<file path="src/design/dplt_pkg.sv">
// Package for the demand-paging LRU translator.
// Holds the field widths, the register map and the structs passed along the frame cell chain.
// No dependencies.
`default_nettype none

package dplt_pkg;

  // Field widths of the item formats
  localparam int unsigned LA_W      = 20;
  localparam int unsigned PA_W      = 18;
  localparam int unsigned OB_W      = 4;
  localparam int unsigned OFFS_W    = 15;  // offset of a page with 15 offset bits
  localparam int unsigned CNT_W     = 16;
  localparam int unsigned STAMP_W   = 32;
  localparam int unsigned PA_CALC_W = 22;  // frame shifted by up to 15 plus offset, before masking

  // Frame index width for the largest supported frame count (64)
  localparam int unsigned FIDX_W = 6;

  // Stream data widths, padded to whole bytes
  localparam int unsigned S_DATA_W = 24;
  localparam int unsigned M_DATA_W = 40;

  // Configuration port
  localparam int unsigned APB_ADDR_W   = 3;
  localparam int unsigned APB_DATA_W   = 32;
  localparam logic [OB_W-1:0] OFFSET_BITS_RST = 4'd7;
  localparam logic        REG_IDX_OFFSET_BITS = 1'b0;  // paddr[2] selects the register

  // Scan token, walked from cell to cell once per item
  typedef struct packed {
    logic               valid;
    logic               hit;
    logic [FIDX_W-1:0]  hit_idx;
    logic               free;
    logic [FIDX_W-1:0]  free_idx;
    logic               best_set;
    logic [FIDX_W-1:0]  best_idx;
    logic [STAMP_W-1:0] best_stamp;
  } scan_tok_t;

  // Update broadcast to the cells when a scan finishes
  typedef struct packed {
    logic              en;     // refresh the stamp of the selected frame
    logic              claim;  // also take the frame for the current page
    logic [FIDX_W-1:0] frame;
  } commit_t;

endpackage

`default_nettype wire

</file>
<file path="src/design/dplt_cell.sv">
// One physical frame cell: used flag, owning page and last-access stamp.
// Folds its state into the scan token and registers it for the next cell.
// Depends on dplt_pkg.
`default_nettype none

module dplt_cell #(
  parameter int unsigned INDEX  = 0,
  parameter int unsigned PAGE_W = 5
) (
  input  wire                          clk_i,
  input  wire                          rst_ni,
  input  wire [PAGE_W-1:0]             page_i,
  input  wire [dplt_pkg::STAMP_W-1:0]  stamp_i,
  input  dplt_pkg::commit_t            cmt_i,
  input  dplt_pkg::scan_tok_t          tok_i,
  output dplt_pkg::scan_tok_t          tok_o
);

  localparam logic [dplt_pkg::FIDX_W-1:0] MY_IDX = dplt_pkg::FIDX_W'(INDEX);
  localparam logic                        USED_RST = (INDEX == 0);

  logic                         used_q;
  logic [PAGE_W-1:0]            owner_q;
  logic [dplt_pkg::STAMP_W-1:0] stamp_q;
  logic                         sel;
  dplt_pkg::scan_tok_t          tok_d, tok_q;

  // frame 0 is reserved: it only forwards the token
  always_comb begin
    tok_d = tok_i;
    if (tok_i.valid && (INDEX != 0)) begin
      if (used_q && (owner_q == page_i)) begin
        tok_d.hit     = 1'b1;
        tok_d.hit_idx = MY_IDX;
      end
      if (!used_q && !tok_i.free) begin
        tok_d.free     = 1'b1;
        tok_d.free_idx = MY_IDX;
      end
      // strict compare keeps the lowest index on a tie
      if (!tok_i.best_set || (stamp_q < tok_i.best_stamp)) begin
        tok_d.best_set   = 1'b1;
        tok_d.best_idx   = MY_IDX;
        tok_d.best_stamp = stamp_q;
      end
    end
  end

  assign sel = cmt_i.en && (cmt_i.frame == MY_IDX);

  // frame state
  always_ff @(posedge clk_i or negedge rst_ni) begin
    if (!rst_ni) begin
      used_q  <= USED_RST;
      stamp_q <= '0;
    end else if (sel) begin
      stamp_q <= stamp_i;
      if (cmt_i.claim) begin
        used_q <= 1'b1;
      end
    end
  end

  // owning page, written when the frame is claimed
  always_ff @(posedge clk_i) begin
    if (sel && cmt_i.claim) begin
      owner_q <= page_i;
    end
  end

  // token hand-off to the next cell
  always_ff @(posedge clk_i or negedge rst_ni) begin
    if (!rst_ni) begin
      tok_q <= '0;
    end else begin
      tok_q <= tok_d;
    end
  end

  assign tok_o = tok_q;

endmodule

`default_nettype wire

</file>
<file path="src/design/demand_paging_lru_translator.sv">
// Demand-paging translator with LRU frame replacement. Each item is one logical address;
// the page number is the address shifted right by offset_bits. Pages map onto a chain of
// FRAME_COUNT frame cells (frame 0 reserved) that double as the reverse map: a scan token
// walks the chain one cell per cycle collecting hit, lowest free frame and least recent
// frame. A new item is accepted only once the previous one has left the sequencer: an
// in-range item first goes through the whole cell chain, an out-of-range item skips it,
// and both wait while the output register holds a result not yet taken. A finished result
// waits in the output register while the next item is accepted. offset_bits sits at byte
// address 0 of the APB port; write it only while the block is idle.
// Depends on dplt_pkg and dplt_cell.
`default_nettype none

module demand_paging_lru_translator #(
  parameter int unsigned PAGE_ENTRIES = 32,
  parameter int unsigned FRAME_COUNT  = 8
) (
  input  wire                              clk_i,
  input  wire                              rst_ni,
  // slave stream: tdata = logical_address[19:0], zero pad
  input  wire                              s_axis_tvalid,
  output logic                             s_axis_tready,
  input  wire  [dplt_pkg::S_DATA_W-1:0]    s_axis_tdata,
  // master stream: tdata = physical_address[17:0], page_fault, replaced,
  // out_of_range, replacement_count[15:0], zero pad
  output logic                             m_axis_tvalid,
  input  wire                              m_axis_tready,
  output logic [dplt_pkg::M_DATA_W-1:0]    m_axis_tdata,
  // configuration port
  input  wire                              psel,
  input  wire                              penable,
  input  wire                              pwrite,
  input  wire  [dplt_pkg::APB_ADDR_W-1:0]  paddr,
  input  wire  [dplt_pkg::APB_DATA_W-1:0]  pwdata,
  output logic [dplt_pkg::APB_DATA_W-1:0]  prdata,
  output logic                             pready
);

  localparam int unsigned PW = $clog2(PAGE_ENTRIES);
  localparam int unsigned FW = $clog2(FRAME_COUNT);

  localparam logic [1:0] ST_IDLE = 2'd0;
  localparam logic [1:0] ST_SCAN = 2'd1;
  localparam logic [1:0] ST_DONE = 2'd2;

  logic [1:0]                   state_q, state_d;
  logic [dplt_pkg::OB_W-1:0]    ob_q;
  logic [PW-1:0]                page_q;
  logic [dplt_pkg::OFFS_W-1:0]  offs_q;
  logic                         launch_q;
  logic [dplt_pkg::STAMP_W-1:0] aclk_q, aclk_next;
  logic [dplt_pkg::CNT_W-1:0]   evict_q, evict_d;
  logic [dplt_pkg::M_DATA_W-1:0] res_q;
  logic                         m_valid_q;
  logic [dplt_pkg::M_DATA_W-1:0] m_data_q;

  logic                         in_acc;
  logic                         cfg_wr;
  logic [dplt_pkg::LA_W-1:0]    la;
  logic [dplt_pkg::LA_W-1:0]    page_full;
  logic [dplt_pkg::LA_W-1:0]    offs_full;
  logic                         oor;

  dplt_pkg::scan_tok_t          tok [FRAME_COUNT+1];
  dplt_pkg::scan_tok_t          tok_end;
  dplt_pkg::commit_t            cmt;
  logic [FW-1:0]                frame;
  logic                         repl;
  logic [dplt_pkg::PA_CALC_W-1:0] pa_calc;
  logic                         out_free;

  // configuration port
  assign pready = 1'b1;
  assign cfg_wr = psel && penable && pwrite;
  assign prdata = (paddr[2] == dplt_pkg::REG_IDX_OFFSET_BITS)
                ? dplt_pkg::APB_DATA_W'(ob_q) : '0;

  always_ff @(posedge clk_i or negedge rst_ni) begin
    if (!rst_ni) begin
      ob_q <= dplt_pkg::OFFSET_BITS_RST;
    end else if (cfg_wr && (paddr[2] == dplt_pkg::REG_IDX_OFFSET_BITS)) begin
      ob_q <= pwdata[dplt_pkg::OB_W-1:0];
    end
  end

  // address split at the input
  assign la            = s_axis_tdata[dplt_pkg::LA_W-1:0];
  assign page_full     = la >> ob_q;
  assign offs_full     = la & ~({dplt_pkg::LA_W{1'b1}} << ob_q);
  assign oor           = page_full >= dplt_pkg::LA_W'(PAGE_ENTRIES);
  assign s_axis_tready = (state_q == ST_IDLE);
  assign in_acc        = s_axis_tvalid && s_axis_tready;

  // scan token launched the cycle after acceptance
  always_comb begin
    tok[0]       = '0;
    tok[0].valid = launch_q;
  end

  for (genvar i = 0; i < FRAME_COUNT; i++) begin : g_cell
    dplt_cell #(
      .INDEX  (i),
      .PAGE_W (PW)
    ) u_cell (
      .clk_i   (clk_i),
      .rst_ni  (rst_ni),
      .page_i  (page_q),
      .stamp_i (aclk_next),
      .cmt_i   (cmt),
      .tok_i   (tok[i]),
      .tok_o   (tok[i+1])
    );
  end

  assign tok_end = tok[FRAME_COUNT];

  // frame choice: hit, else lowest free, else least recent
  always_comb begin
    if (tok_end.hit) begin
      frame = tok_end.hit_idx[FW-1:0];
    end else if (tok_end.free) begin
      frame = tok_end.free_idx[FW-1:0];
    end else begin
      frame = tok_end.best_idx[FW-1:0];
    end
    repl      = !tok_end.hit && !tok_end.free;
    aclk_next = aclk_q + 1'b1;
    cmt.en    = tok_end.valid;
    cmt.claim = !tok_end.hit;
    cmt.frame = dplt_pkg::FIDX_W'(frame);
    evict_d   = evict_q;
    if (repl && (evict_q != {dplt_pkg::CNT_W{1'b1}})) begin
      evict_d = evict_q + 1'b1;
    end
    pa_calc = (dplt_pkg::PA_CALC_W'(frame) << ob_q) + dplt_pkg::PA_CALC_W'(offs_q);
  end

  assign out_free = !m_valid_q || m_axis_tready;

  // sequencer
  always_comb begin
    state_d = state_q;
    case (state_q)
      ST_IDLE: begin
        if (in_acc) begin
          state_d = oor ? ST_DONE : ST_SCAN;
        end
      end
      ST_SCAN: begin
        if (tok_end.valid) begin
          state_d = ST_DONE;
        end
      end
      ST_DONE: begin
        if (out_free) begin
          state_d = ST_IDLE;
        end
      end
      default: state_d = ST_IDLE;
    endcase
  end

  always_ff @(posedge clk_i or negedge rst_ni) begin
    if (!rst_ni) begin
      state_q  <= ST_IDLE;
      launch_q <= 1'b0;
      aclk_q   <= '0;
      evict_q  <= '0;
    end else begin
      state_q  <= state_d;
      launch_q <= in_acc && !oor;
      if (tok_end.valid) begin
        aclk_q  <= aclk_next;
        evict_q <= evict_d;
      end
    end
  end

  // item payload and pending result
  always_ff @(posedge clk_i) begin
    if (in_acc) begin
      page_q <= page_full[PW-1:0];
      offs_q <= offs_full[dplt_pkg::OFFS_W-1:0];
      if (oor) begin
        res_q <= {3'b000, evict_q, 1'b1, 1'b0, 1'b0, {dplt_pkg::PA_W{1'b0}}};
      end
    end else if (tok_end.valid) begin
      res_q <= {3'b000, evict_d, 1'b0, repl, !tok_end.hit, pa_calc[dplt_pkg::PA_W-1:0]};
    end
  end

  // output register
  always_ff @(posedge clk_i or negedge rst_ni) begin
    if (!rst_ni) begin
      m_valid_q <= 1'b0;
    end else if ((state_q == ST_DONE) && out_free) begin
      m_valid_q <= 1'b1;
    end else if (m_axis_tready) begin
      m_valid_q <= 1'b0;
    end
  end

  always_ff @(posedge clk_i) begin
    if ((state_q == ST_DONE) && out_free) begin
      m_data_q <= res_q;
    end
  end

  assign m_axis_tvalid = m_valid_q;
  assign m_axis_tdata  = m_data_q;

endmodule

`default_nettype wire
</file>
<file path="config.mk">
export PLATFORM = sky130hd
export DESIGN_NAME = demand_paging_lru_translator
export DESIGN_NICKNAME = d
export VERILOG_FILES = /design/src/design/dplt_pkg.sv /design/src/design/dplt_cell.sv /design/src/design/demand_paging_lru_translator.sv
export SDC_FILE = /design/constraint.sdc
export NUM_CORES = 1
export LEC_CHECK = 0
export BUFFER_PORTS_ARGS = -buffer_cell sky130_fd_sc_hd__buf_2
export CORE_ASPECT_RATIO = 0.8
export CORE_UTILIZATION = 45
export DETAILED_ROUTE_END_ITERATION = 8
export HOLD_SLACK_MARGIN = 0.03
export PLACE_DENSITY = 0.66
export SYNTH_ARGS = -nofsm -noshare
export SYNTH_HDL_FRONTEND = slang
export SYNTH_SLANG_ARGS = --single-unit
</file>
<file path="constraint.sdc">
create_clock -name clk_i -period 4 [get_ports clk_i]
set_input_delay 0.4 -clock clk_i [delete_from_list [all_inputs] [get_ports clk_i]]
set_output_delay 0.4 -clock clk_i [all_outputs]
set_load 0.01 [all_outputs]
</file>
; ---- Word-level counts from Yosys, hierarchy flattened
; Index checks and enable logic that the tools add are counted.
[op_classes]
n_eq_ne = 21
n_bitwise = 4
magnitude_cmp = 7
mux = 41
n_reduce_logical = 76
n_shift = 3
add_sub_neg = 3
[ops]
columns = cell, count
row1 = two-way mux 53 bit, 7
row2 = two-way mux 39 bit, 6
row3 = < comparator 32 bit, 6
row4 = two-way mux 40 bit, 3
row5 = two-way mux 7 bit, 14
row6 = == test 5 bit, 7
row7 = logical AND 1 bit, 35
row8 = "adder 32 x 1 -> 32 bit, second input constant", 1
row9 = zero test 1 bit, 22
row10 = "greater-or-equal comparator 20 x 6 -> 1 bit, second input constant", 1
row11 = "<< shifter 20 x 4 -> 15 bit, first input constant", 1
row12 = right shift 20 x 4 -> 20 bit, 1
row13 = adder 18 x 15 -> 18 bit, 1
row14 = << shifter 3 x 4 -> 18 bit, 1
row15 = "adder 16 x 1 -> 16 bit, second input constant", 1
row16 = two-way mux 16 bit, 1
row17 = "!= test 16 bit, second input constant", 1
row18 = AND reduction 2 bit, 8
row19 = AND 15 bit, 1
row20 = inverter 15 bit, 1
row21 = "== test 3 bit, second input constant", 4
row22 = two-way mux 2 bit, 4
row23 = logical OR 1 bit, 7
row24 = "== test 3 x 2 -> 1 bit, second input constant", 2
row25 = other kinds (13), 19
[totals]
in_bits = 66
word_cells = 241
ff_bits = 759
out_inout_bits = 75

; ---- Depth between registers and ports, before layout
; Gate-level depths: netlist of the first run.
[depth]
word_depth = 6
depth_mapped = 16
depth_no_buf = 15

; ---- Hierarchy
; A second synthesis of the first run with hierarchy kept.
[unflattened]
cells_unflattened = 2994
hier_area_um2 = 38868.5
[modules_own_cells]
columns = mod, seq_area_each_um2, instances, area_each_um2, cells_each
row1 = demand_paging_lru_translator, 4227.8, 1, 8420.6, 771
row2 = dplt_cell (g_cell[5].u_cell ...), 2327.2, 2, 4176.5, 309
row3 = dplt_cell (g_cell[1].u_cell ...), 2327.2, 2, 4126.5, 311
row4 = dplt_cell (g_cell[3].u_cell), 2327.2, 1, 4190.3, 309
row5 = dplt_cell (g_cell[7].u_cell), 2327.2, 1, 4175.3, 309
row6 = dplt_cell (g_cell[4].u_cell), 2327.2, 1, 4125.2, 311
row7 = dplt_cell (g_cell[0].u_cell), 1351.3, 1, 1351.3, 54

; ---- Worst setup path after synthesis of the first run
; No wires, ideal clock.
[synth_timing]
path_kind = register -> register
startpoint = register ob_q[1] (netlist bit)
endpoint = register res_q[0] (netlist bit) (enable)
setup_time_ns = 0.431
stages_incl_launch_ff = 11
slack_ns = 0.113
period_less_slack_ns = 3.887
n_path_buf = 2
arrival_time_ns = 3.456
required_time_ns = 3.569
path_cell_list = dfstp_2 > clkbuf_1 > clkbuf_1 > mux4_2 > nor3_1 > a21oi_1 > nor2_1 > o221ai_1 > or2_2 > inv_1 > nor2_1
[synth_via]
elab_chain_len = 4
[synth_lines]
columns = item, line_no
row1 = "start, declared", demand_paging_lru_translator.sv:46  ; logic [dplt_pkg::OB_W-1:0] ob_q;
row2 = "start signal, assigned", demand_paging_lru_translator.sv:79  ; ob_q <= dplt_pkg::OFFSET_BITS_RST;
row3 = "start signal, assigned", demand_paging_lru_translator.sv:81  ; ob_q <= pwdata[dplt_pkg::OB_W-1:0];
row4 = right shift 20 x 4 -> 20 bit, demand_paging_lru_translator.sv:87  ; assign page_full = la >> ob_q;
row5 = greater-or-equal comparator 20 x 6 -> 1 bit, demand_paging_lru_translator.sv:89  ; assign oor = page_full >= dplt_pkg::LA_W'(PAGE_ENTRIES);
row6 = != test 2 x 1 -> 1 bit (no line), -
row7 = AND reduction 2 bit (no line), -
row8 = "end signal, assigned", demand_paging_lru_translator.sv:184  ; res_q <= {3'b000, evict_q, 1'b1, 1'b0, 1'b0, {dplt_pkg::PA_W{1'b0}}};
row9 = "end signal, assigned", demand_paging_lru_translator.sv:187  ; res_q <= {3'b000, evict_d, 1'b0, repl, !tok_end.hit, pa_calc[dplt_pkg::PA_W-1:0]};
row10 = "end, declared", demand_paging_lru_translator.sv:52  ; logic [dplt_pkg::M_DATA_W-1:0] res_q;
; No other way between the ends.
; A chain may end at the register's enable or synchronous reset.

; ---- Final worst setup path of the first run
[layout_timing]
startpoint = register g_cell[7].u_cell.tok_q (netlist bit g_cell[7].u_cell.tok_o[45])
endpoint = register res_q[16] (netlist bit) (data pin)
[layout_via]
elab_chain_len = 6
[layout_lines]
columns = item, line_no
row1 = "start, declared", dplt_cell.sv:26  ; dplt_pkg::scan_tok_t tok_d, tok_q;
row2 = "start signal, assigned", dplt_cell.sv:76  ; tok_q <= tok_d;
row3 = two-way mux 3 bit, demand_paging_lru_translator.sv:120  ; end else if (tok_end.free) begin
row4 = two-way mux 3 bit, demand_paging_lru_translator.sv:118  ; if (tok_end.hit) begin
row5 = << shifter 3 x 4 -> 18 bit, demand_paging_lru_translator.sv:134  ; pa_calc = (dplt_pkg::PA_CALC_W'(frame) << ob_q) + dplt_pkg::PA_CALC_W'(offs_q);
row6 = adder 18 x 15 -> 18 bit, demand_paging_lru_translator.sv:134
row7 = two-way mux 40 bit, demand_paging_lru_translator.sv:186  ; end else if (tok_end.valid) begin
row8 = two-way mux 40 bit, demand_paging_lru_translator.sv:180  ; if (in_acc) begin
; No other way between the ends. The select of a mux whose other input is x is not followed.

==> flow_summary_export.csv, run 1 <==
group,metric,value,unit
logic_synthesis,post_synth_inst_count,2753,
hold_path,hold_start,"pwdata[0]",
clocking,cts_sinks,683,
power,max-vdd-ir-drop,295,uV
setup_path,setup.worst_path.class,"flop to flop",
die,floorplan.core_area,69200,sq um
routing,route.detailed.drc,0,
die,fp.dieArea,71400,sq um
global_route,global_route.overflow_total,0,
logic_synthesis,synth_enable_flop_cells,129,
cells_and_area,final_common_cell,"sky130_fd_sc_hd__dfrtp_1",
cells_and_area,final_net_count,3134,
timing,max-slew-margin-rel,16.8,%
logic_synthesis,synth-async-reset-ratio,81.1,%
placed_design,dp_worst_setup_slack,190,ps
setup_path,timing.critical_path.from_type,"flop",
hold_path,holdCritPathClass,"input pin to flop",
logic_synthesis,syn_area,31700,sq um
setup_path,crit-reg2reg-capture,"res_q[16]",
setup_path,reg2reg_depth,14,
global_route,grt_first_pass_wirelength,107000,um
routing,totalWireLength,65800,um
routing,detail_route.iter0.violations,1363,
die,initial_core_util,45.7,%
routing,detail_route.vias_per_cell,5.20,
clocking,cts.path.max_buffers,3,
routing,drt_pass1_iterations,5,
logic_synthesis,avgSynthCellArea,11.5,sq um
setup_path,cp-end-kind,"flop",
clocking,cts_root_buf,"sky130_fd_sc_hd__clkbuf_16",
logic_synthesis,synth_ff_type,"sky130_fd_sc_hd__dfrtp_1",
placed_design,hpwlAfterDp,47500,um
timing,maxClockFrequency,268,MHz
clocking,htree_num_levels,3,
placed_design,portBuffers,74,
clocking,clk_latency,620,ps
setup_path,critPathCapture,"res_q[16]",
placed_design,gp_routability_congestion,0.876,
die,chipHeight,239,um
setup_path,arrival,4070,ps
clocking,cts_inserted_buffers,75,
cells_and_area,layout_common_cells,"551 x sky130_fd_sc_hd__dfrtp_1, 267 x sky130_fd_sc_hd__nand2_1, 214 x sky130_fd_sc_hd__inv_1, 203 x sky130_fd_sc_hd__ha_1, 201 x sky130_fd_sc_hd__o21ai_0",
clocking,cts_tree,"yes",
global_route,antenna_found_initial,1,
power,pwr_density_cell,477,nW/um^2
routing,avgRoutedWirePerCell,17.1,um
logic_synthesis,yosysUniqueCellTypes,77,
timing,worst_slew_pin_slew,1240,ps
timing,finalWorstPathRequiredPeriod,3740,ps
logic_synthesis,cell_taking_the_most_area_after_synthesis,"sky130_fd_sc_hd__dfrtp_1",
logic_synthesis,synth_seq_area_share,56.1,%
timing,fin_hold_ws,112,ps
routing,drt.antenna.violating_nets,0,
timing,final-max-slew-violation-count,0,
placed_design,placed_cell_area,33200,sq um
hold_path,timing.hold.worst_path_depth,2,
setup_path,regToRegStartpoint,"g_cell[7].u_cell.tok_o[45]",
timing,final_min_period_over_clock_period,93.4,%
global_route,track_usage,18.8,%
global_route,grt_pass1_vias,19900,
cells_and_area,synthToLayoutAreaGrowth,13.1,%
routing,detailroute.via_count,20000,
cells_and_area,post_route_cells_drive_above_1_share,15.9,%
cells_and_area,layout.cell_area.non_filler,35800,sq um
global_route,grt_max_degree,112,
timing,timing.final.ws_setup,265,ps
run_status,status,"completed",
job,cap_viol_max_count,0,
cells_and_area,final_util,51.7,%
logic_synthesis,synth-warning-count,0,
logic_synthesis,synth_largest_type_area_fraction,43.6,%
timing,timing_hold_violations_final,0,
clocking,worst_setup_hold_path_clk_slew,60,ps
logic_synthesis,number_of_storage_elements_in_the_synthesis_netlist,683,
cells_and_area,num-fill-cells,5823,
power,power.static_leakage,16.8,nW
die,row_count,86,
setup_path,timing.critical_path.fanout_max,5,
die,io-pin-count,141,
setup_path,timing_startpoint_of_the_critical_path,"g_cell[7].u_cell.tok_o[45]",
timing,setup_tns,0,ps
setup_path,reg2reg_setup_slack,260,ps
timing,rsz0062_at_grt,"false",
setup_path,crit_required,4340,ps
logic_synthesis,netlist_top_cells_area,"sky130_fd_sc_hd__dfrtp_1 44%, sky130_fd_sc_hd__edfxtp_1 12%, sky130_fd_sc_hd__ha_1 8.0%, sky130_fd_sc_hd__mux2_2 4.3%, sky130_fd_sc_hd__o21ai_0 3.2%",
timing,setup_viol_count_final,0,
timing,worst_clock_skew,19.4,ps
die,die_x,299,um
-- synthesized netlist by cell type (8+ instances only) --
master / number
sky130_fd_sc_hd__nand3_1: 37
sky130_fd_sc_hd__clkbuf_1: 80
sky130_fd_sc_hd__a21o_1: 34
sky130_fd_sc_hd__o21ai_0: 202
sky130_fd_sc_hd__dfrtp_1: 551
sky130_fd_sc_hd__inv_1: 214
sky130_fd_sc_hd__ha_1: 203
sky130_fd_sc_hd__xor2_1: 48
sky130_fd_sc_hd__xnor2_1: 87
sky130_fd_sc_hd__a211oi_1: 10
sky130_fd_sc_hd__or2_2: 23
sky130_fd_sc_hd__and3_1: 23
sky130_fd_sc_hd__edfxtp_1: 129
sky130_fd_sc_hd__and2_1: 44
sky130_fd_sc_hd__buf_4: 32
sky130_fd_sc_hd__mux4_2: 19
sky130_fd_sc_hd__nor2b_1: 29
sky130_fd_sc_hd__nor3_1: 24
sky130_fd_sc_hd__nor4_1: 15
sky130_fd_sc_hd__nand2_1: 269
sky130_fd_sc_hd__mux2_2: 122
sky130_fd_sc_hd__a21oi_1: 119
sky130_fd_sc_hd__mux2_4: 27
sky130_fd_sc_hd__mux2i_1: 9
sky130_fd_sc_hd__buf_2: 11
sky130_fd_sc_hd__nor2_1: 164
sky130_fd_sc_hd__nand4_1: 37
sky130_fd_sc_hd__o211ai_1: 8
sky130_fd_sc_hd__o21a_1: 8
sky130_fd_sc_hd__nand2b_1: 50
sky130_fd_sc_hd__mux2_1: 29
-- through the flow --
stage                     std cells  power (mW)
final                          3850        17.1
after global routing           3848        17.8
after CTS                      3848        17.3
after detailed placement       3707        10.3
after global placement         3707        10.2
after floorplan                2783        9.42
-- worst max-delay path: stages (launching register included) --
cell and delay [ps]:
sky130_fd_sc_hd__dfrtp_1 430, sky130_fd_sc_hd__mux2_2 270, sky130_fd_sc_hd__mux2i_1 80, sky130_fd_sc_hd__buf_4 170, sky130_fd_sc_hd__mux2_2 310, sky130_fd_sc_hd__or4_1 470
sky130_fd_sc_hd__fa_1 420, sky130_fd_sc_hd__nor2b_1 180, sky130_fd_sc_hd__o21a_1 150, sky130_fd_sc_hd__o21ai_1 130, sky130_fd_sc_hd__a211oi_2 310, sky130_fd_sc_hd__o211a_1 210
sky130_fd_sc_hd__o21ai_0 110, sky130_fd_sc_hd__xnor2_1 160, sky130_fd_sc_hd__nor2_1 50
-- logic make-up (layout without fill, tap and decap cells) --
family	Yosys count	after routing	share of synthesized area, %
XOR/XNOR	135	135	3.74
flip-flops	683	683	56.1
AO/OA/AOI/OAI	438	438	8.04
other	2	34	0.0237
adder cells (fa/ha/maj)	204	204	8.09
AND/OR/NAND/NOR	739	739	11.1
multiplexers	206	206	8.29
buffers and inverters	346	487	4.67
-- report_power, final --
part | total (mW) | leakage [nW] | switching (mW) | internal (mW)
clock | 6.91 | 1.24 | 2.75 | 4.16
combinational | 2.01 | 6.59 | 1.25 | 0.759
sequential | 8.16 | 8.93 | 0.349 | 7.81
-- layer usage --
metal,global-route usage (%),wire length [um],up-vias
met2,27.8,28600,393
met3,3.27,2910,106
met4,5.07,1400,0
met1,28.4,32900,9891
li1,-,-,9612
met5,0,0,-
-- registers in the layout, indices dropped and copies added, names as in the netlist --
| register | flops |
|---|---|
| g_cell.u_cell.stamp_q | 224 |
| m_axis_tdata | 37 |
| aclk_q | 32 |
| state_q | 2 |
| res_q | 37 |
| g_cell.u_cell.owner_q | 35 |
| ob_q | 4 |
| evict_q | 16 |
| g_cell.u_cell.tok_o | 267 |
| launch_q | 1 |
| m_axis_tvalid | 1 |
| page_q | 5 |
| g_cell.u_cell.used_q | 7 |
| offs_q | 15 |
-- layout make-up --
| type | count | area, sq um | area share [%] |
|---|---|---|---|
| Sequential cell | 683 | 17700 | 49.6 |
| Multi-Input combinational cell | 1754 | 12600 | 35.3 |
| Clock buffer | 114 | 2250 | 6.28 |
| Tap cell | 924 | 1160 | 3.23 |
| Timing Repair Buffer | 135 | 936 | 2.62 |
| Inverter | 215 | 807 | 2.26 |
| Clock inverter | 23 | 272 | 0.759 |
| Antenna cell | 2 | 5.00 | 0.0140 |
-- how the worst min path moves through the flow --
| stage | to | slack [ps] |
|---|---|---|
| after floorplan | aclk_q[0] | 100 |
| after global placement | g_cell[0].u_cell.tok_o[53] | 340 |
| after detailed placement | g_cell[0].u_cell.tok_o[53] | 340 |
| after CTS | ob_q[0] | 80 |
| after global routing | ob_q[0] | 90 |
| final | ob_q[0] | 110 |
-- repair_timing --
item / in CTS / in global routing
buffers inserted: 0 / 0
endpoints found under the setup margin: 0 / 4
hold endpoints to repair: 105 / 0
hold buffers: 4 / 0
resized for setup: 0 / 4
(Power assumes the default switching activity.)
==> run 2, diff against run 1 <==
Settings changed: ABC_AREA set to 1, PLACE_DENSITY 0.66 to 0.63, REMOVE_ABC_BUFFERS set to 1.
Clock period 4 ns to 3.8 ns, I/O delays scaled along.
==> run 2 against run 1 <==
Utilization shrank 0.90 points. Final area rose by 3.0%. Sequential share of layout area is 1.5 points lower. Global-route usage rose by 2.1 points. Wire length up 16%. Register-to-register slack gained 220 ps. Critical path depth rose by 5. Fmax is 13% higher. Critical path type unchanged. Die area increased by 4.9%. Largest power group unchanged.
==> flow_summary_export.csv, run 2 <==
group,metric,value,unit
run_status,status,"completed",
clocking,cts_sinks,683,
logic_synthesis,syn_area,33200,sq um
routing,drt_pass1_iterations,5,
global_route,grt_first_pass_wirelength,125000,um
timing,final-max-slew-violation-count,0,
logic_synthesis,synth_ff_type,"sky130_fd_sc_hd__dfrtp_1",
clocking,cts.path.max_buffers,3,
logic_synthesis,post_synth_most_frequent_cells,"1275 x sky130_fd_sc_hd__nand2_1, 551 x sky130_fd_sc_hd__dfrtp_1, 428 x sky130_fd_sc_hd__inv_1, 203 x sky130_fd_sc_hd__ha_1, 199 x sky130_fd_sc_hd__nand3_1",
clocking,worst_setup_hold_path_clk_slew,60,ps
cells_and_area,num_antenna_cells,0,
cells_and_area,num-fill-cells,6644,
setup_path,critical_path.top_delay_family,"compound AO/OA/AOI/OAI gates",
setup_path,crit-reg2reg-capture,"res_q[16]",
hold_path,hold_start,"s_axis_tdata[7]",
power,post-layout-total-power,15.1,mW
setup_path,arrival,3690,ps
power,max-vdd-ir-drop,269,uV
cells_and_area,largest_register_ff_count,267,
timing,rsz0062_at_grt,"false",
setup_path,reg2reg_setup_slack,480,ps
placed_design,gp_routability_congestion,0.913,
logic_synthesis,yosysUniqueCellTypes,59,
cells_and_area,synthToLayoutAreaGrowth,11.0,%
logic_synthesis,synth_seq_area_share,53.4,%
die,fp.dieArea,74900,sq um
power,pwr_density_cell,409,nW/um^2
logic_synthesis,synth-async-reset-ratio,81.1,%
cells_and_area,sequential_cell_area,17700,sq um
logic_synthesis,post-synth-top-count-cell,"sky130_fd_sc_hd__nand2_1",
setup_path,cp_num_cells,19,
timing,timing.final.ws_setup,480,ps
timing,worst_clock_skew,35.3,ps
clocking,cts_inserted_buffers,70,
logic_synthesis,netlist_top_cells_area,"sky130_fd_sc_hd__dfrtp_1 42%, sky130_fd_sc_hd__nand2_1 14%, sky130_fd_sc_hd__edfxtp_1 12%, sky130_fd_sc_hd__ha_1 7.6%, sky130_fd_sc_hd__inv_1 4.8%",
setup_path,crit_slowest_cell,"sky130_fd_sc_hd__dfrtp_1",
routing,route.detailed.drc,0,
timing,final_min_period_over_clock_period,87.4,%
clocking,postCtsSetupRepairBufs,0,
timing,maxClockFrequency,301,MHz
routing,drt.antenna.violating_nets,0,
routing,detail_route.iter0.violations,1884,
cells_and_area,layout.cell_area.non_filler,36900,sq um
timing,setup_viol_count_final,0,
global_route,grt_max_degree,95,
timing,finalWorstPathRequiredPeriod,3320,ps
global_route,global_route.overflow_total,0,
setup_path,timing.critical_path.fanout_max,5,
cells_and_area,multi_input_logic_area,12900,sq um
hold_path,holdCritPathClass,"input pin to flop",
die,die_x,306,um
setup_path,crit_required,4170,ps
clocking,htree_num_levels,3,
routing,avgRoutedWirePerCell,15.8,um
die,initial_core_util,45.8,%
global_route,antenna_found_initial,0,
global_route,track_usage,20.9,%
setup_path,reg2reg_depth,19,
timing,timing_hold_violations_final,0,
setup_path,regToRegStartpoint,"g_cell[7].u_cell.tok_o[45]",
die,io-pin-count,141,
setup_path,timing_startpoint_of_the_critical_path,"g_cell[7].u_cell.tok_o[45]",
placed_design,placed_cell_area,34500,sq um
global_route,grt_pass1_vias,22900,
power,power.static_leakage,18.7,nW
clocking,clk_latency,620,ps
job,cap_viol_max_count,0,
cells_and_area,final_common_cell,"sky130_fd_sc_hd__nand2_1",
timing,worst_slew_pin_slew,1180,ps
cells_and_area,post_route_cells_drive_above_1_share,8.08,%
routing,detail_route.vias_per_cell,5.01,
routing,detailroute.via_count,24200,
logic_synthesis,synth_largest_type_area_fraction,41.5,%
setup_path,crit_path_cell_trace,"inv_2, nor2_1, nor2_1, nand2_1, nand2_2, o21ai_0, inv_1, a22oi_2, nor2_1, ha_1, nand2_1, o21ai_1, a21boi_0, o21ai_1, nand2_1, nand2_1, nand3_1, nand2_1, nor2_1",
placed_design,hpwlAfterDp,53200,um
cells_and_area,layout_common_cells,"1275 x sky130_fd_sc_hd__nand2_1, 550 x sky130_fd_sc_hd__dfrtp_1, 428 x sky130_fd_sc_hd__inv_1, 203 x sky130_fd_sc_hd__ha_1, 199 x sky130_fd_sc_hd__nand3_1",
logic_synthesis,cell_taking_the_most_area_after_synthesis,"sky130_fd_sc_hd__dfrtp_1",
logic_synthesis,synth_enable_flop_cells,129,
clocking,cts_tree,"yes",
clocking,cts_root_buf,"sky130_fd_sc_hd__clkbuf_16",
setup_path,critPathCapture,"res_q[16]",
die,chipHeight,245,um
die,row_count,88,
cells_and_area,final_net_count,4115,
placed_design,dp_worst_setup_slack,388,ps
placed_design,portBuffers,74,
setup_path,timing.critical_path.mode_cell,"sky130_fd_sc_hd__nand2_1",
timing,max-slew-margin-rel,21.3,%
setup_path,slowest_delay,420,ps
setup_path,worst-path-buf-inv,2,
logic_synthesis,synth-warning-count,0,
setup_path,setup.worst_path.class,"flop to flop",
setup_path,cp-end-kind,"flop",
logic_synthesis,post_synth_inst_count,3775,
die,floorplan.core_area,72600,sq um
logic_synthesis,avgSynthCellArea,8.80,sq um
logic_synthesis,number_of_storage_elements_in_the_synthesis_netlist,683,
setup_path,timing.critical_path.from_type,"flop",
routing,totalWireLength,76300,um
-- run 2: cell count changes after synthesis, sizes merged, moves of 50 or more --
cell	before	now
nand2	270	1280
xnor2	87	5
buf	51	104
mux2	178	0
nand3	38	200
inv	214	446
nand2b	50	0
-- run 2: cell families after synthesis --
kind of cell / Yosys count / synth area share [%]
AO/OA/AOI/OAI: 441 / 7.26
AND/OR/NAND/NOR: 1766 / 22.0
adder cells (fa/ha/maj): 204 / 7.71
buffers and inverters: 624 / 8.06
multiplexers: 3 / 0.0904
other: 2 / 0.0226
flip-flops: 683 / 53.4
XOR/XNOR: 52 / 1.45
-- run 2: layout make-up --
class	instances	share of cell area, %
repair buffers	143	2.71
inverters	449	4.57
flip-flops and latches	683	48.1
clock buffers	93	5.35
well taps	945	3.21
clock inverters	31	0.997
multi-input cells	2498	35.1
-- run 2: per-stage QoR --
step | instances | setup TNS [ps] | hold WS (ps) | util [%]
3_5_place_dp | 4712 | 0 | 347 | 47.5
5_1_grt | 4842 | 0 | 69.4 | 50.8
6_report | 4842 | 0 | 72.0 | 50.8
2_1_floorplan | 3630 | -16360 | 84.4 | -
3_3_place_gp | 4712 | 0 | 336 | 47.5
4_1_cts | 4842 | 0 | 31.0 | 50.8
-- run 2: worst min path at each step --
stage / to / cells past startpoint
after floorplan: aclk_q[0] / 0
after global placement: g_cell[0].u_cell.tok_o[53] / 0
after detailed placement: g_cell[0].u_cell.tok_o[53] / 0
after CTS: offs_q[7] / 3
after global routing: offs_q[7] / 3
final: offs_q[7] / 3
-- run 2: timing repair --
| item | CTS | global route |
|---|---|---|
| endpoints found under the setup margin | 0 | 1 |
| hold buffers | 6 | 0 |
| gates resized for setup | 0 | 1 |
| hold endpoints to repair | 88 | 0 |
-- run 2: layer usage --
| metal | track usage, % | routed length, um |
|---|---|---|
| met3 | 2.86 | 3460 |
| met5 | 0 | 0 |
| met2 | 29.5 | 31100 |
| met4 | 4.94 | 1330 |
| met1 | 33.4 | 40500 |
-- run 2: power by group --
part | switching [mW] | internal, mW
combinational | 0.411 | 0.159
clock | 2.87 | 4.14
sequential | 0.0320 | 7.47
-- run 2: worst register-to-register path: stages (launching register included) --
cell and delay (ps):
sky130_fd_sc_hd__dfrtp_1 420, sky130_fd_sc_hd__inv_2 70, sky130_fd_sc_hd__nor2_1 80, sky130_fd_sc_hd__nor2_1 50
sky130_fd_sc_hd__nand2_1 70, sky130_fd_sc_hd__nand2_2 90, sky130_fd_sc_hd__o21ai_0 350, sky130_fd_sc_hd__inv_1 110
sky130_fd_sc_hd__a22oi_2 230, sky130_fd_sc_hd__nor2_1 70, sky130_fd_sc_hd__ha_1 330, sky130_fd_sc_hd__nand2_1 80
sky130_fd_sc_hd__o21ai_1 310, sky130_fd_sc_hd__a21boi_0 240, sky130_fd_sc_hd__o21ai_1 240, sky130_fd_sc_hd__nand2_1 70
sky130_fd_sc_hd__nand2_1 80, sky130_fd_sc_hd__nand3_1 70, sky130_fd_sc_hd__nand2_1 80, sky130_fd_sc_hd__nor2_1 40
==> run 3, diff against run 2 <==
Settings changed: CORE_UTILIZATION 45 to 59, PLACE_DENSITY 0.63 to 0.79.
==> run 3 against run 2 <==
Final area shrank 1.0%. Critical endpoint unchanged. Power fell by 2.0%. Via count up 2.9%. Final cell count fell by 4.1%. Hold slack improved by 6.7 ps. Fmax fell by 1.6%. Flip-flop and latch count unchanged.
==> flow_summary_export.csv, run 3 (same netlist as run 2, synthesis figures left out) <==
group,metric,value,unit
run_status,status,"completed",
setup_path,crit_path_cell_trace,"nor2_1, inv_1, nor2_1, nand2_1, nor2_1, ha_1, inv_1, fa_1, inv_1, nand2_1, o21ai_1, a21boi_0, o21ai_1, nand2_1, nand2_1, nand3_1, nand2_1, nor2_1",
power,max-vdd-ir-drop,400,uV
placed_design,dp_worst_setup_slack,419,ps
routing,drt.antenna.violating_nets,0,
routing,avgRoutedWirePerCell,16.1,um
timing,final-max-slew-violation-count,0,
routing,detail_route.vias_per_cell,5.37,
timing,timing.final.ws_setup,428,ps
routing,totalWireLength,74700,um
timing,fin_hold_ws,78.7,ps
clocking,cts_root_buf,"sky130_fd_sc_hd__clkbuf_16",
timing,timing_hold_violations_final,0,
clocking,clk_latency,620,ps
cells_and_area,post_route_cells_drive_above_1_share,7.76,%
global_route,grt_max_degree,111,
setup_path,critical_path.top_delay_family,"simple AND/OR/NAND/NOR gates",
placed_design,gp_routability_congestion,0.913,
die,io-pin-count,141,
die,die_x,267,um
routing,detail_route.iter0.violations,2402,
global_route,grt_first_pass_wirelength,123000,um
timing,worst_slew_pin_slew,1210,ps
cells_and_area,sequential_cell_area,17700,sq um
setup_path,slowest_delay,510,ps
setup_path,arrival,3740,ps
setup_path,cp-end-kind,"flop",
die,floorplan.core_area,55400,sq um
timing,worst_clock_skew,37.1,ps
clocking,worst_setup_hold_path_clk_slew,60,ps
clocking,cts_inserted_buffers,68,
global_route,track_usage,27.0,%
cells_and_area,multi_input_logic_area,12900,sq um
setup_path,crit_required,4170,ps
die,row_count,77,
timing,maxClockFrequency,297,MHz
placed_design,hpwlAfterDp,51700,um
die,initial_core_util,60.0,%
global_route,grt_pass1_vias,23600,
timing,finalWorstPathRequiredPeriod,3370,ps
die,fp.dieArea,57300,sq um
setup_path,crit_slowest_cell,"sky130_fd_sc_hd__dfstp_2",
timing,rsz0062_at_grt,"false",
global_route,antenna_found_initial,0,
die,chipHeight,214,um
setup_path,setup.worst_path.class,"flop to flop",
setup_path,timing.critical_path.mode_cell,"sky130_fd_sc_hd__nand2_1",
timing,setup_viol_count_final,0,
power,power.static_leakage,18.7,nW
cells_and_area,final_net_count,4108,
cells_and_area,layout_common_cells,"1275 x sky130_fd_sc_hd__nand2_1, 550 x sky130_fd_sc_hd__dfrtp_1, 428 x sky130_fd_sc_hd__inv_1, 203 x sky130_fd_sc_hd__ha_1, 199 x sky130_fd_sc_hd__nand3_1",
setup_path,timing.critical_path.fanout_max,29,
placed_design,portBuffers,74,
clocking,htree_num_levels,3,
cells_and_area,final_common_cell,"sky130_fd_sc_hd__nand2_1",
cells_and_area,num_antenna_cells,0,
cells_and_area,final_util,65.9,%
cells_and_area,synthToLayoutAreaGrowth,9.89,%
routing,detailroute.via_count,24900,
timing,max-slew-margin-rel,19.0,%
cells_and_area,largest_register_ff_count,267,
clocking,cts.path.max_buffers,3,
timing,final_min_period_over_clock_period,88.7,%
power,pwr_density_cell,405,nW/um^2
global_route,global_route.overflow_total,0,
hold_path,holdCritPathClass,"input pin to flop",
setup_path,timing.critical_path.from_type,"flop",
clocking,cts_tree,"yes",
routing,drt_pass1_iterations,6,
routing,route.detailed.drc,0,
cells_and_area,num-fill-cells,4305,
clocking,postCtsSetupRepairBufs,0,
power,post-layout-total-power,14.8,mW
job,cap_viol_max_count,0,
clocking,cts_sinks,683,
setup_path,worst-path-buf-inv,3,
run 3: cell count changes in the layout (fill, tap and decap cells not counted), sizes merged:
cell	previous run	this run
clkinvlp	5	1
clkinv	17	21
bufinv	7	3
buf	137	132
inv	451	448
clkbuf	93	100
run 3: area by class of cell:
| cell class | count | share of cell area (%) |
|---|---|---|
| inverter | 449 | 4.62 |
| clock inverter | 24 | 0.634 |
| clock buffer | 100 | 5.51 |
| sequential | 683 | 48.6 |
| timing repair buffer | 138 | 2.64 |
| tap | 750 | 2.57 |
| multi-input combinational | 2498 | 35.4 |
run 3: path summary, 6_finish.rpt:
| check | startpoint | to | slack (ps) | cells past startpoint |
|---|---|---|---|---|
| hold / removal | s_axis_tdata[7] | offs_q[7] | 80 | 3 |
| setup / recovery | ob_q[0] | res_q[16] | 430 | 18 |
| min in group asynchronous | rst_ni | g_cell[1].u_cell.stamp_q[2] | 440 | 2 |
| setup reg to reg | ob_q[0] | res_q[16] | 430 | 18 |
| hold reg to reg | launch_q | g_cell[0].u_cell.tok_o[53] | 370 | 0 |
| max in group asynchronous | rst_ni | g_cell[7].u_cell.stamp_q[27] | 2340 | 3 |
run 3: metrics by stage:
step                std cells  setup TNS, ps  area (sq um)
global placement         4512              0         34200
CTS                      4642              0         36500
global route             4642              0         36500
detailed placement       4512              0         34200
floorplan                3630         -16360         32300
finish                   4642              0         36500
run 3: repair_timing:
action / 4_1_cts / 5_1_grt
gates resized for setup: 0 / 1
hold buffers: 6 / 0
setup endpoints to repair: 0 / 1
hold endpoints to repair: 101 / 0
run 3: worst min-delay path, stage by stage:
cell	delay, ps
sky130_fd_sc_hd__buf_2	120
sky130_fd_sc_hd__nand2_1	60
sky130_fd_sc_hd__inv_1	50
run 3: power by group:
group / leakage (nW) / internal, mW / switching, mW
registers: 8.88 / 7.47 / 0.0357
logic: 8.68 / 0.165 / 0.404
clock network: 1.10 / 3.90 / 2.80
total: 18.7 / 11.5 / 3.24
run 3: metal layers:
metal	wire length [um]	vias up	global-route usage [%]
li1	-	12200	-
met1	35800	11800	42.3
met2	32300	841	39.1
met3	5340	104	4.41
met4	1260	0	6.88
met5	0	-	0
